--- src/tslnf_pkg.sv ---
// Shared types and constants for the line numbering text filter.
package tslnf_pkg;

   localparam int NumDigits = 6;                  // width of the line number field
   localparam int MaxOut    = 12;                 // buffer depth in beats; one input beat yields at most 11
   localparam int TextMax   = 4;                  // most beats from the text byte itself
   localparam int CountW    = $clog2(MaxOut + 1);
   localparam int TextCntW  = $clog2(TextMax + 1);
   localparam int CsrIdxW   = 3;

   // register indexes
   localparam logic [CsrIdxW-1:0] CsrNumberAll      = 3'd0;
   localparam logic [CsrIdxW-1:0] CsrNumberNonblank = 3'd1;
   localparam logic [CsrIdxW-1:0] CsrSqueezeBlank   = 3'd2;
   localparam logic [CsrIdxW-1:0] CsrShowLineEnds   = 3'd3;
   localparam logic [CsrIdxW-1:0] CsrShowTabs       = 3'd4;
   localparam logic [CsrIdxW-1:0] CsrShowNonprint   = 3'd5;

   // characters
   localparam logic [7:0] ChTab      = 8'h09;
   localparam logic [7:0] ChNewline  = 8'h0A;
   localparam logic [7:0] ChSpace    = 8'h20;
   localparam logic [7:0] ChDollar   = 8'h24;
   localparam logic [7:0] ChDash     = 8'h2D;
   localparam logic [7:0] ChQuestion = 8'h3F;
   localparam logic [7:0] ChUpperI   = 8'h49;
   localparam logic [7:0] ChUpperM   = 8'h4D;
   localparam logic [7:0] ChCaret    = 8'h5E;
   localparam logic [7:0] ChDelete   = 8'h7F;
   localparam logic [7:0] PrintLow   = 8'd32;
   localparam logic [7:0] PrintHigh  = 8'd126;
   localparam logic [6:0] CaretShift = 7'd64;
   localparam logic [3:0] DigitHigh  = 4'd9;
   localparam logic [3:0] AsciiDigit = 4'h3;
   localparam logic [1:0] BlankSat   = 2'd3;

   typedef struct packed {
      logic [7:0] data_byte;
      logic       file_start;
   } req_payload_type;

   typedef struct packed {
      logic [7:0] out_byte;
      logic       last_of_run;
   } rsp_payload_type;

   typedef struct packed {
      logic number_all_lines;
      logic number_nonblank_lines;
      logic squeeze_blank_lines;
      logic show_line_ends;
      logic show_tabs;
      logic show_nonprinting;
   } cfg_type;

   typedef struct packed {
      logic                          last_was_newline;
      logic [1:0]                    blank_run;
      logic [NumDigits-1:0][3:0]     digits;     // digit 0 is the least significant
   } line_state_type;

   typedef struct packed {
      logic [MaxOut-1:0][7:0] bytes;             // bytes[0] goes out first
      logic [CountW-1:0]      len;
   } job_type;

endpackage

--- src/tslnf_format.sv ---
// Expands one input byte into its output bytes and computes the next line state.
module tslnf_format import tslnf_pkg::*; (
   input  req_payload_type req_payload,
   input  cfg_type         cfg,
   input  line_state_type  state,
   output line_state_type  state_next,
   output job_type         job
);

   logic [7:0]               c;
   logic                     is_nl;
   logic                     line_start;
   logic [1:0]               blank_run0;
   logic [1:0]               blank_run1;
   logic                     skip;
   logic                     put_num;
   logic                     all_nines;
   logic                     carry;
   logic                     lead;
   logic [NumDigits-1:0][3:0] digits_inc;
   logic [TextMax-1:0][7:0]  t_bytes;
   logic [TextCntW-1:0]      t_len;
   logic [6:0]               lo;

   assign c          = req_payload.data_byte;
   assign is_nl      = (c == ChNewline);
   assign line_start = req_payload.file_start || state.last_was_newline;

   // blank-run tracking; cleared at a file start, saturating
   always_comb begin
      blank_run0 = req_payload.file_start ? 2'd0 : state.blank_run;
      blank_run1 = blank_run0;
      if (line_start) begin
         if (is_nl) begin
            blank_run1 = (blank_run0 == BlankSat) ? BlankSat : blank_run0 + 2'd1;
         end else begin
            blank_run1 = 2'd0;
         end
      end
   end

   assign skip = cfg.squeeze_blank_lines && line_start && is_nl && (blank_run1 > 2'd1);

   assign put_num = state.last_was_newline &&
                    (cfg.number_nonblank_lines ? !is_nl : cfg.number_all_lines);

   // saturating decimal increment
   always_comb begin
      all_nines = 1'b1;
      for (int i = 0; i < NumDigits; i++) begin
         if (state.digits[i] != DigitHigh) all_nines = 1'b0;
      end
      digits_inc = state.digits;
      carry      = !all_nines;
      for (int i = 0; i < NumDigits; i++) begin
         if (carry) begin
            if (state.digits[i] < DigitHigh) begin
               digits_inc[i] = state.digits[i] + 4'd1;
               carry         = 1'b0;
            end else begin
               digits_inc[i] = 4'd0;
            end
         end
      end
   end

   // text part: '$', caret and M- notation; at most four beats, so the
   // write index never reaches four
   always_comb begin
      t_bytes = '0;
      t_len   = '0;
      lo      = c[6:0];
      if (cfg.show_line_ends && is_nl) begin
         t_bytes[t_len[1:0]] = ChDollar;
         t_len               = t_len + TextCntW'(1);
      end
      if (cfg.show_nonprinting && (c < PrintLow || c > PrintHigh)) begin
         if ((c == ChTab && !cfg.show_tabs) || is_nl) begin
            t_bytes[t_len[1:0]] = c;
            t_len               = t_len + TextCntW'(1);
         end else if (c == ChDelete) begin
            t_bytes[t_len[1:0]] = ChCaret;
            t_len               = t_len + TextCntW'(1);
            t_bytes[t_len[1:0]] = ChQuestion;
            t_len               = t_len + TextCntW'(1);
         end else begin
            if (c[7]) begin
               t_bytes[t_len[1:0]] = ChUpperM;
               t_len               = t_len + TextCntW'(1);
               t_bytes[t_len[1:0]] = ChDash;
               t_len               = t_len + TextCntW'(1);
            end
            if (lo < PrintLow[6:0]) begin
               t_bytes[t_len[1:0]] = ChCaret;
               t_len               = t_len + TextCntW'(1);
               lo                  = lo + CaretShift;
            end
            // a high delete falls through here and goes out raw
            t_bytes[t_len[1:0]] = {1'b0, lo};
            t_len               = t_len + TextCntW'(1);
         end
      end else if (cfg.show_tabs && c == ChTab) begin
         t_bytes[t_len[1:0]] = ChCaret;
         t_len               = t_len + TextCntW'(1);
         t_bytes[t_len[1:0]] = ChUpperI;
         t_len               = t_len + TextCntW'(1);
      end else begin
         t_bytes[t_len[1:0]] = c;
         t_len               = t_len + TextCntW'(1);
      end
   end

   // assemble the beat list: optional number and tab, then the text part
   always_comb begin
      job.bytes = '0;
      lead      = 1'b1;
      if (put_num) begin
         for (int k = NumDigits - 1; k >= 0; k--) begin
            if (digits_inc[k] != 4'd0 || k == 0) lead = 1'b0;
            job.bytes[NumDigits-1-k] = lead ? ChSpace : {AsciiDigit, digits_inc[k]};
         end
         job.bytes[NumDigits] = ChTab;
         for (int j = 0; j < TextMax; j++) begin
            job.bytes[NumDigits+1+j] = t_bytes[j];
         end
      end else begin
         for (int j = 0; j < TextMax; j++) begin
            job.bytes[j] = t_bytes[j];
         end
      end
      if (skip) begin
         job.len = '0;
      end else if (put_num) begin
         job.len = CountW'(NumDigits + 1) + CountW'(t_len);
      end else begin
         job.len = CountW'(t_len);
      end
   end

   always_comb begin
      state_next           = state;
      state_next.blank_run = blank_run1;
      if (!skip) begin
         state_next.last_was_newline = is_nl;
         if (put_num) state_next.digits = digits_inc;
      end
   end

endmodule

--- src/tslnf_emit.sv ---
// Beat buffer for one expanded input byte and the registered result stage.
module tslnf_emit import tslnf_pkg::*; (
   input  logic            clock,
   input  logic            reset,
   input  logic            load,
   input  job_type         job,
   output logic            can_load,
   output logic            rsp_valid,
   input  logic            rsp_ready,
   output rsp_payload_type rsp_payload
);

   logic [MaxOut-1:0][7:0] buf_ff, buf_in;
   logic [CountW-1:0]      left_ff, left_in;
   logic                   out_valid_ff, out_valid_in;
   rsp_payload_type        out_ff, out_in;
   logic                   move;

   // a beat moves into the result register whenever that register is free or draining
   assign move     = (left_ff != '0) && (!out_valid_ff || rsp_ready);
   assign can_load = (left_ff == '0) || ((left_ff == CountW'(1)) && move);

   always_comb begin
      buf_in       = buf_ff;
      left_in      = left_ff;
      out_valid_in = out_valid_ff;
      out_in       = out_ff;
      if (move) begin
         out_valid_in       = 1'b1;
         out_in.out_byte    = buf_ff[0];
         out_in.last_of_run = (left_ff == CountW'(1));
         for (int i = 0; i < MaxOut - 1; i++) begin
            buf_in[i] = buf_ff[i+1];
         end
         buf_in[MaxOut-1] = '0;
         left_in          = left_ff - CountW'(1);
      end else if (rsp_ready) begin
         out_valid_in = 1'b0;
      end
      if (load) begin
         buf_in  = job.bytes;
         left_in = job.len;
      end
   end

   always_ff @(posedge clock) begin
      if (reset) begin
         left_ff      <= '0;
         out_valid_ff <= 1'b0;
      end else begin
         left_ff      <= left_in;
         out_valid_ff <= out_valid_in;
      end
      buf_ff <= buf_in;
      out_ff <= out_in;
   end

   assign rsp_valid   = out_valid_ff;
   assign rsp_payload = out_ff;

endmodule

--- src/text_stream_line_numbering_filter_core.sv ---
// Top level of the line numbering, squeezing and show-nonprinting text filter.
//
//  channel | ports                              | beat
//  --------+------------------------------------+----------------------------------
//  req     | req_valid req_ready req_payload    | data_byte, file_start
//  rsp     | rsp_valid rsp_ready rsp_payload    | out_byte, last_of_run
//  csr     | csr_we csr_index csr_wdata         | one 1-bit register per write
//
//  An input beat is expanded in the accept cycle into 0 to 11 output beats held in a
//  shift buffer; the single result register drains the buffer, sending one beat per
//  cycle while rsp_ready is high.
//  The next input beat is taken in the cycle the last buffered beat moves out.
//  A stalled rsp_ready holds the buffer and in turn req_ready.
//  Synchronous reset clears registers, line state (counter zero, at line start) and queues.
module text_stream_line_numbering_filter_core import tslnf_pkg::*; (
   input  logic                clock,
   input  logic                reset,
   input  logic                req_valid,
   output logic                req_ready,
   input  req_payload_type     req_payload,
   output logic                rsp_valid,
   input  logic                rsp_ready,
   output rsp_payload_type     rsp_payload,
   input  logic                csr_we,
   input  logic [CsrIdxW-1:0]  csr_index,
   input  logic                csr_wdata
);

   cfg_type        cfg_ff, cfg_in;
   line_state_type state_ff, state_next;
   job_type        job;
   logic           accept;

   assign accept = req_valid && req_ready;

   always_comb begin
      cfg_in = cfg_ff;
      if (csr_we) begin
         unique case (csr_index)
            CsrNumberAll:      cfg_in.number_all_lines      = csr_wdata;
            CsrNumberNonblank: cfg_in.number_nonblank_lines = csr_wdata;
            CsrSqueezeBlank:   cfg_in.squeeze_blank_lines   = csr_wdata;
            CsrShowLineEnds:   cfg_in.show_line_ends        = csr_wdata;
            CsrShowTabs:       cfg_in.show_tabs             = csr_wdata;
            CsrShowNonprint:   cfg_in.show_nonprinting      = csr_wdata;
            default:           cfg_in = cfg_ff;
         endcase
      end
   end

   always_ff @(posedge clock) begin
      if (reset) begin
         cfg_ff                    <= '0;
         state_ff.last_was_newline <= 1'b1;
         state_ff.blank_run        <= '0;
         state_ff.digits           <= '0;
      end else begin
         cfg_ff <= cfg_in;
         if (accept) state_ff <= state_next;
      end
   end

   tslnf_format u_format (
      .req_payload (req_payload),
      .cfg         (cfg_ff),
      .state       (state_ff),
      .state_next  (state_next),
      .job         (job)
   );

   tslnf_emit u_emit (
      .clock       (clock),
      .reset       (reset),
      .load        (accept),
      .job         (job),
      .can_load    (req_ready),
      .rsp_valid   (rsp_valid),
      .rsp_ready   (rsp_ready),
      .rsp_payload (rsp_payload)
   );

endmodule
--- config.mk ---
export PLATFORM = sky130hd
export DESIGN_NAME = text_stream_line_numbering_filter_core
export DESIGN_NICKNAME = d
export VERILOG_FILES = /design/src/tslnf_pkg.sv /design/src/tslnf_format.sv /design/src/tslnf_emit.sv /design/src/text_stream_line_numbering_filter_core.sv
export SDC_FILE = /design/constraint.sdc
export NUM_CORES = 1
export LEC_CHECK = 0
export BUFFER_PORTS_ARGS = -buffer_cell sky130_fd_sc_hd__buf_2
export CAP_MARGIN = 10
export CORE_UTILIZATION = 25
export DETAILED_ROUTE_END_ITERATION = 7
export PLACE_DENSITY = 0.43
export SYNTH_ARGS = -nofsm -noshare
export SYNTH_HDL_FRONTEND = slang
export SYNTH_HIERARCHICAL = 1
export SYNTH_SLANG_ARGS = --single-unit
--- constraint.sdc ---
create_clock -name clock -period 15.3 [get_ports clock]
set_input_delay 3.06 -clock clock [delete_from_list [all_inputs] [get_ports clock]]
set_output_delay 3.06 -clock clock [all_outputs]
set_load 0.02 [all_outputs]
==> flow_metrics.py, run 1 <==
metrics = {
    "yosys": {
        "synth_edf_count": 105,
        "syn_inst": 903,
        "synth_top_area_share": 0.341,
        "synthTopCellsByArea": "edfxtp_1 (34%), mux2_2 (12%), dfxtp_1 (8.2%)",
        "async_reset_ff_frac": 0,
        "synth_area_um2": 9250,
        "avgSynthCellArea_um2": 10.2,
        "ys_ff_latch": 143,
        "yosysTopAreaCell": "edfxtp_1",
        "yosysSeqAreaShare": 0.423,
        "ys.flop_type": "edfxtp_1",
        "ys_warn_count": 6,
        "synth.distinct_cells": 84,
    },
    "power": {
        "internal_power_mw": 1.10,
        "p_switching_uw": 559,
        "pwr-share-clk": 0.258,
        "p_leak_nw": 3.66,
        "vdd.ir_drop.worst_mv": 0.116,
        "p_sw_frac": 0.336,
        "power_density_nw_per_um2": 163,
        "seqPwrFrac": 0.434,
        "power_frac_comb": 0.308,
    },
    "clock_network": {
        "hold_buffers": 0,
        "cts_setup_buffers": 0,
        "cts_buffer_depth": 2,
        "cts_tree": "yes",
        "clock_latency_ns": 0.43,
        "cts.sinks": 143,
        "path_clk_slew_ns": 0.06,
        "clockRootBuffer": "clkbuf_16",
        "cts.repair.resized": 0,
        "h-tree-depth": 4,
        "numCtsBuffers": 17,
    },
    "layout": {
        "final_common_cell": "edfxtp_1",
        "layout_common_cells": "edfxtp_1 (105), mux2_2 (95), nor2_1 (68), nand2_1 (65), o21ai_0 (50)",
        "layout.cells.non_filler": 1379,
        "n_fill_cell": 3832,
        "num_antenna_cells": 0,
        "finalNetCount": 949,
        "drive_above_1_share": 0.232,
        "area_delta_synth_final_pct": 10.1,
        "final_core_util": 0.279,
    },
    "worst_setup_path": {
        "critical_path_arrival_ns": 4.37,
        "worstPathRequired_ns": 12.24,
        "r2r_end": "u_emit/buf_ff[64]",
        "r2r_cells": 9,
        "path_cells": "buf_2 > nand2b_1 > a21oi_1 > nor3_2 > buf_4 > buf_2",
        "worst-path-stages": 6,
        "cp_num_buf_inv": 3,
        "worstSetupStartpoint": "rsp_ready",
        "path_common_cell": "buf_2",
        "reg2reg_slack_ns": 11.55,
        "rr_startpoint": "u_emit/left_ff[0]",
        "critPathTopFamily": "buffers and inverters",
        "endpoint_kind": "output port",
        "cp-start-kind": "primary input",
        "crit_path_max_fanout": 55,
        "crit_type": "in2out",
        "worst_path_largest_cell_delay_ns": 0.51,
        "crit_slowest_cell": "buf_4",
    },
    "place": {
        "gp_congestion": 0.823,
        "place.detailed.hpwl_um": 15100,
        "port_buffers": 28,
        "preCtsSetupSlack_ns": 7.84,
        "dp.cells": 1347,
    },
    "die": {
        "die_w_um": 194,
        "core_um2": 36500,
        "std_cell_rows": 70,
        "initial_core_util": 0.253,
        "die_area_um2": 37800,
        "io-pin-count": 29,
        "die_h_um": 194,
    },
    "route": {
        "drt_first_pass_iters": 5,
        "wl_um": 22800,
        "post_drt_wl_per_cell_um": 16.5,
        "antenna_left": 0,
        "vias": 6528,
        "route.detailed.drc": 0,
        "drt-initial-drc-count": 418,
        "routed_via_density": 4.73,
    },
    "grt": {
        "grt_pass1_wl_um": 36000,
        "first_global_vias": 6194,
        "grt_max_degree": 83,
        "grt-ovfl-total": 0,
        "antenna_found_initial": 0,
        "grt_use_total": 0.123,
    },
    "timing": {
        "slew_headroom": 0.269,
        "tightestPinTransition_ns": 1.10,
        "setup_viol": 0,
        "worst_slack_ns": 7.87,
        "rsz0062_at_grt": "no",
        "holdWs_ns": 0.419,
        "fin_skew_ns": 0.0119,
        "slew_viol_final": 0,
        "hold_viol": 0,
        "period_share": 0.486,
        "min_period_ns": 7.43,
        "fin_tns_setup_ns": 0,
        "max_clock_freq_mhz": 135,
    },
    "worst_hold_path": {
        "hold_end": "u_emit/rsp_payload[5]",
        "hold_path_depth": 0,
        "min_from": "u_emit/buf_ff[4]",
        "hold_class": "reg2reg",
    },
    "run_status": {
        "status": "complete, no violations",
    },
    "flow_run": {
        "cap_violations": 0,
    },
}
==> power groups by stage <==
| stage | logic, mW | registers (mW) | clock network (mW) |
|---|---|---|---|
| 3_3_place_gp | 0.522 | 0.731 | 0 |
| 3_5_place_dp | 0.523 | 0.733 | 0 |
| 2_1_floorplan | 0.399 | 0.791 | 0 |
| 6_report | 0.512 | 0.722 | 0.430 |
| 5_1_grt | 0.566 | 0.739 | 0.455 |
| 4_1_cts | 0.527 | 0.725 | 0.442 |
==> how the worst max path moves through the flow <==
| stage | to |
|---|---|
| after floorplan | u_emit/buf_ff[0] |
| after global routing | req_ready |
| after detailed placement | req_ready |
| after CTS | req_ready |
| after global placement | req_ready |
| final | req_ready |
==> logic make-up after synthesis <==
kind of cell               Yosys count  share of synthesized area
and+or+nand+nor                    288                      0.166
AOI/OAI and AO/OA                  211                      0.161
DFF                                143                      0.423
buffers and inverters              116                     0.0716
muxes                              107                      0.129
adders and majority gates           33                     0.0446
xor gates and xnor gates             4                    0.00379
other                                1                   0.000405
==> per-stage QoR <==
| stage | power [mW] | cell area, µm² |
|---|---|---|
| finish | 1.66 | 10200 |
| global placement | 1.25 | 9590 |
| floorplan | 1.19 | 9330 |
| CTS | 1.69 | 10200 |
| detailed placement | 1.26 | 9590 |
| global route | 1.76 | 10200 |
==> flip-flops by register name (all words and copies together), names as in the netlist <==
| signal | flops |
|---|---|
| state_ff | 27 |
| cfg_ff | 6 |
| u_emit/rsp_payload | 9 |
| u_emit/left_ff | 4 |
| u_emit/buf_ff | 96 |
| u_emit/rsp_valid | 1 |
==> cell type report <==
type	instances	area [µm²]	share of cell area
Inverter	38	143	0.0140
Tap cell	468	586	0.0575
Sequential cell	143	3910	0.384
Multi-Input combinational cell	665	4770	0.469
Clock inverter	15	166	0.0163
Clock buffer	17	425	0.0418
Timing Repair Buffer	33	178	0.0174
==> per-layer routing <==
metal | routed length, µm | GRT usage | vias up
met1 | 11200 | 0.165 | 3169
li1 | - | - | 3236
met4 | 376 | 0.0423 | 0
met2 | 10600 | 0.198 | 96
met3 | 642 | 0.0233 | 27
met5 | 0 | 0 | -
==> cells in the mapped netlist (all sizes together), types with 3 or more instances <==
cell and number:
nand2b 19, xor2 3, nand4b 3, a211oi 3, and2 22, nand3 40, edfxtp 105, o21ai 57
nand4 4, buf 68, a21bo 26, a211o 3, mux2i 10, a31oi 14, nor4b 4, o22ai 5
nor2b 13, dfxtp 38, nor4 6, nor3b 5, nor3 14, and4bb 3, nand2 66, o211ai 4
a21oi 61, clkbuf 10, or3 5, mux2 97, inv 38, a311oi 4, nor2 70, o21a 4
ha 33, and4 5, o41ai 4, a21boi 4
Note: power is estimated with default switching activity, not from simulation.
==> inputs of run 2 (changes only) <==
==> constraint.sdc (replaced) <==
create_clock -name clock -period 6.9 [get_ports clock]
set_input_delay 1.38 -clock clock [delete_from_list [all_inputs] [get_ports clock]]
set_output_delay 1.38 -clock clock [all_outputs]
set_load 0.02 [all_outputs]
==> flow_metrics.py, run 2 (synthesis gave the netlist of run 1 again) <==
metrics = {
    "power": {
        "vdd.ir_drop.worst_mv": 0.338,
        "p_leak_nw": 3.67,
        "power_density_nw_per_um2": 364,
    },
    "worst_setup_path": {
        "rr_startpoint": "state_ff[20]",
        "critical_path_arrival_ns": 4.76,
        "endpoint_kind": "register",
        "worstPathRequired_ns": 7.08,
        "r2r_end": "u_emit/buf_ff[28]",
        "crit_path_max_fanout": 13,
        "cp-start-kind": "primary input",
        "reg2reg_slack_ns": 3.71,
        "crit_type": "in2reg",
        "r2r_cells": 9,
    },
    "place": {
        "place.detailed.hpwl_um": 16200,
        "dp.cells": 1349,
        "gp_congestion": 0.856,
        "port_buffers": 28,
        "placed_cell_area_um2": 9620,
    },
    "route": {
        "antenna_left": 0,
        "drt-initial-drc-count": 357,
        "post_drt_wl_per_cell_um": 17.1,
        "route.detailed.drc": 0,
        "vias": 6536,
        "drt_first_pass_iters": 5,
        "routed_via_density": 4.73,
        "wl_um": 23600,
    },
    "grt": {
        "grt_pass1_wl_um": 38100,
        "grt_max_degree": 97,
        "grt_use_met1": 0.178,
        "use_met3": 0.0205,
        "antenna_found_initial": 0,
        "grt-ovfl-total": 0,
        "use_met2": 0.209,
        "grt_use_total": 0.130,
        "first_global_vias": 6429,
        "busiest_layer": "met2",
    },
    "clock_network": {
        "cts_tree": "yes",
        "clock_latency_ns": 0.43,
        "h-tree-depth": 4,
        "cts.repair.resized": 0,
        "cts.sinks": 143,
        "numCtsBuffers": 17,
        "path_clk_slew_ns": 0.06,
        "clockRootBuffer": "clkbuf_16",
        "hold_buffers": 0,
        "cts_setup_buffers": 0,
        "cts_buffer_depth": 2,
    },
    "timing": {
        "tightestPinTransition_ns": 0.941,
        "min_period_ns": 4.58,
        "period_share": 0.664,
        "slew_headroom": 0.371,
        "fin_skew_ns": 0.0102,
        "hold_viol": 0,
        "max_clock_freq_mhz": 218,
        "fin_tns_setup_ns": 0,
        "slew_viol_final": 0,
        "rsz0062_at_grt": "no",
        "setup_viol": 0,
    },
    "die": {
        "io-pin-count": 29,
        "die_h_um": 194,
        "die_w_um": 194,
        "core_um2": 36500,
        "initial_core_util": 0.253,
        "std_cell_rows": 70,
        "die_area_um2": 37800,
    },
    "layout": {
        "final_area_um2": 10200,
        "largest_reg_flops": 96,
        "num_antenna_cells": 0,
        "drive_above_1_share": 0.233,
        "finalNetCount": 951,
        "layout.cells.non_filler": 1381,
        "area_delta_synth_final_pct": 10.5,
        "sequential_cell_area_um2": 3910,
        "n_fill_cell": 3850,
        "multi_input_area_um2": 4770,
        "max_flop_register": "u_emit/buf_ff",
        "layout_common_cells": "edfxtp_1 (105), mux2_2 (95), nor2_1 (68), nand2_1 (65), o21ai_0 (50)",
        "final_common_cell": "edfxtp_1",
    },
    "worst_hold_path": {
        "hold_class": "reg2reg",
        "hold_path_depth": 0,
        "hold_end": "u_emit/rsp_payload[6]",
        "min_from": "u_emit/buf_ff[5]",
    },
    "run_status": {
        "status": "complete, no violations",
    },
    "flow_run": {
        "cap_violations": 0,
    },
}
## run 2: per-layer routing
| layer | up-vias | part of all wire |
|---|---|---|
| li1 | 3235 | - |
| met3 | 20 | 0.026 |
| met5 | - | 0 |
| met1 | 3195 | 0.49 |
| met4 | 0 | 0.013 |
| met2 | 86 | 0.47 |
## run 2: stage by stage
stage | setup WS [ns] | hold WS (ns) | util | total power, mW
after detailed placement | 1.84 | 0.413 | 0.263 | 2.81
after global placement | 1.90 | 0.403 | 0.263 | 2.81
after global routing | 2.03 | 0.435 | 0.280 | 3.94
final | 2.32 | 0.420 | 0.280 | 3.72
after CTS | 2.31 | 0.422 | 0.280 | 3.79
after floorplan | 0.474 | 0.400 | - | 2.59
## run 2: how the worst max path moves through the flow
stage | from | to | slack, ns | cells past startpoint
finish | req_payload[6] | u_emit/buf_ff[3] | 2.32 | 15
global route | req_payload[6] | u_emit/buf_ff[3] | 2.03 | 15
floorplan | rsp_ready | u_emit/buf_ff[0] | 0.47 | 9
CTS | req_payload[6] | u_emit/buf_ff[3] | 2.31 | 15
global placement | req_payload[6] | u_emit/buf_ff[10] | 1.90 | 14
detailed placement | req_payload[6] | u_emit/buf_ff[10] | 1.84 | 14
## run 2: where the power goes
part / internal (mW) / leakage [nW] / switching [mW]
combinational: 0.440 / 2.00 / 0.717
clock: 0.545 / 0.289 / 0.405
sequential: 1.50 / 1.39 / 0.108
total: 2.49 / 3.67 / 1.23
## run 2: critical path, stage by stage
cell and delay, ns:
buf_2 0.17, nor4_2 0.40, and3_1 0.38, nand2_2 0.24, ha_1 0.34, nand2_1 0.04
o21ai_0 0.19, inv_1 0.13, ha_1 0.29, a21oi_1 0.24, nor2b_1 0.16, o21ai_0 0.15
o211ai_1 0.24, o21ai_0 0.11, mux2_2 0.28
## run 2: final cells by class
type,count,share of cell area
clock buffers,17,0.0416
clock inverters,15,0.0173
inverters,38,0.0140
multi-input cells,665,0.467
flip-flops and latches,143,0.383
well taps,468,0.0573
repair buffers,35,0.0201
==> inputs of run 3 (changes only) <==
--- a/config.mk
+++ b/config.mk
@@ -9,7 +9,7 @@
 export CAP_MARGIN = 10
 export CORE_UTILIZATION = 25
 export DETAILED_ROUTE_END_ITERATION = 7
-export PLACE_DENSITY = 0.43
+export PLACE_DENSITY = 0.44
 export SYNTH_ARGS = -nofsm -noshare
 export SYNTH_HDL_FRONTEND = slang
 export SYNTH_HIERARCHICAL = 1
==> constraint.sdc (replaced) <==
create_clock -name clock -period 3.8 [get_ports clock]
set_input_delay 0.76 -clock clock [delete_from_list [all_inputs] [get_ports clock]]
set_output_delay 0.76 -clock clock [all_outputs]
set_load 0.02 [all_outputs]
==> flow_metrics.py, run 3 (synthesis gave the netlist of run 1 again) <==
metrics = {
    "run_status": {
        "status": "complete, but fails checks",
        "violations": "design-rule violations",
    },
    "route": {
        "routed_via_density": 4.78,
        "wl_met2_um": 10900,
        "post_drt_wl_per_cell_um": 16.7,
        "vias": 6756,
        "topRoutingLayerUsed": "met4",
        "wl_met1_um": 11500,
        "drt-initial-drc-count": 489,
        "met3_length_um": 726,
        "wl_um": 23600,
        "route.detailed.drc": 1,
        "antenna_left": 0,
        "drt_first_pass_iters": 7,
    },
    "layout": {
        "multi_input_area_um2": 4770,
        "num_antenna_cells": 0,
        "area_delta_synth_final_pct": 13.4,
        "layout_common_cells": "edfxtp_1 (105), mux2_2 (95), nor2_1 (68), nand2_1 (65), o21ai_0 (50)",
        "n_fill_cell": 3786,
        "max_flop_register": "u_emit/buf_ff",
        "sequential_cell_area_um2": 3910,
        "finalNetCount": 983,
        "final_area_um2": 10500,
        "final_core_util": 0.287,
        "drive_above_1_share": 0.260,
        "final_common_cell": "edfxtp_1",
        "largest_reg_flops": 96,
    },
    "clock_network": {
        "cts.repair.resized": 0,
        "cts.sinks": 143,
        "clock_latency_ns": 0.43,
        "cts_tree": "yes",
        "path_clk_slew_ns": 0.07,
        "h-tree-depth": 4,
        "numCtsBuffers": 17,
        "clockRootBuffer": "clkbuf_16",
        "cts_buffer_depth": 2,
        "hold_buffers": 0,
        "cts_setup_buffers": 0,
    },
    "timing": {
        "slew_viol_final": 0,
        "tightestPinTransition_ns": 0.884,
        "slew_headroom": 0.408,
        "max_clock_freq_mhz": 309,
        "min_period_ns": 3.23,
        "fin_tns_setup_ns": 0,
        "hold_viol": 0,
        "rsz0062_at_grt": "no",
        "fin_skew_ns": 0.0150,
        "period_share": 0.851,
        "setup_viol": 0,
    },
    "die": {
        "die_w_um": 194,
        "die_area_um2": 37800,
        "die_h_um": 194,
        "std_cell_rows": 70,
        "core_um2": 36500,
        "io-pin-count": 29,
        "initial_core_util": 0.253,
    },
    "worst_setup_path": {
        "critPathTopFamily": "simple AND/OR/NAND/NOR gates",
        "crit_type": "in2reg",
        "r2r_cells": 10,
        "cp_num_buf_inv": 3,
        "endpoint_kind": "register",
        "rr_startpoint": "state_ff[12]",
        "worst_path_largest_cell_delay_ns": 0.35,
        "worstPathRequired_ns": 3.98,
        "crit_path_max_fanout": 6,
        "cp-start-kind": "primary input",
        "crit_slowest_cell": "a21oi_1",
        "critical_path_arrival_ns": 3.42,
        "r2r_end": "u_emit/buf_ff[36]",
        "path_cells": "buf_2 > nor4_2 > and3_1 > nand2_2 > ha_1 > nand2_1 > o21ai_0 > inv_1 > ha_1 > buf_4 > nand2_1 > nand2b_1 > a21oi_1 > a21oi_1 > mux2_2",
        "reg2reg_slack_ns": 0.64,
    },
    "worst_hold_path": {
        "hold_end": "u_emit/rsp_payload[7]",
        "hold_path_depth": 0,
        "min_from": "u_emit/buf_ff[6]",
        "hold_class": "reg2reg",
    },
    "power": {
        "vdd.ir_drop.worst_mv": 0.513,
        "finalPower_mw": 6.78,
        "p_leak_nw": 3.84,
        "power_density_nw_per_um2": 647,
    },
    "grt": {
        "grt_max_degree": 72,
        "grt_pass1_wl_um": 37700,
        "antenna_found_initial": 0,
        "first_global_vias": 6572,
        "grt_use_total": 0.128,
        "grt-ovfl-total": 0,
    },
    "place": {
        "gp_congestion": 0.865,
        "placed_cell_area_um2": 9880,
        "place.detailed.hpwl_um": 16500,
        "port_buffers": 28,
    },
    "flow_run": {
        "cap_violations": 0,
    },
}
==> run 3: metrics by stage <==
stage | hold slack, ns | worst slack (ns) | std cells
5_1_grt | 0.430 | 0.354 | 1413
6_report | 0.421 | 0.566 | 1413
2_1_floorplan | 0.400 | 0.234 | 924
3_5_place_dp | 0.406 | 0.127 | 1381
3_3_place_gp | 0.402 | 0.135 | 1381
4_1_cts | 0.423 | 0.588 | 1413
==> run 3: worst max-delay path by stage <==
stage	startpoint	endpoint	slack, ns	cells after the start
after floorplan	req_payload[7]	u_emit/buf_ff[10]	0.23	15
after global placement	req_payload[3]	u_emit/buf_ff[0]	0.13	15
after detailed placement	req_payload[3]	u_emit/buf_ff[0]	0.13	15
after CTS	req_payload[3]	u_emit/buf_ff[56]	0.59	15
after global routing	req_payload[7]	u_emit/buf_ff[3]	0.35	15
final	req_payload[3]	u_emit/buf_ff[0]	0.57	15
==> run 3: layer usage <==
metal,GRT usage,vias up
met5,0,-
met4,0.0467,0
met3,0.0174,24
met2,0.205,124
met1,0.175,3300
li1,-,3308
==> run 3: area by class of cell <==
class	count	area share
Clock buffer	17	0.0406
Clock inverter	15	0.0169
Inverter	38	0.0136
Multi-Input combinational cell	665	0.455
Sequential cell	143	0.373
Tap cell	468	0.0558
Timing Repair Buffer	67	0.0449
==> run 3: worst register-to-register path: cells and delay by family, from the launching register on <==
family	cells	cell delay [ns]
AOI/OAI and AO/OA	3	0.72
and+or+nand+nor	4	1.10
DFF	1	0.47
buffers and inverters	1	0.13
adders and majority gates	1	0.23
muxes	1	0.27
==> run 3: report_power, final <==
part	leakage [nW]	total (mW)	switching, mW	internal [mW]
combinational	2.17	2.15	1.30	0.842
sequential	1.39	2.92	0.191	2.72
clock	0.292	1.72	0.831	0.893
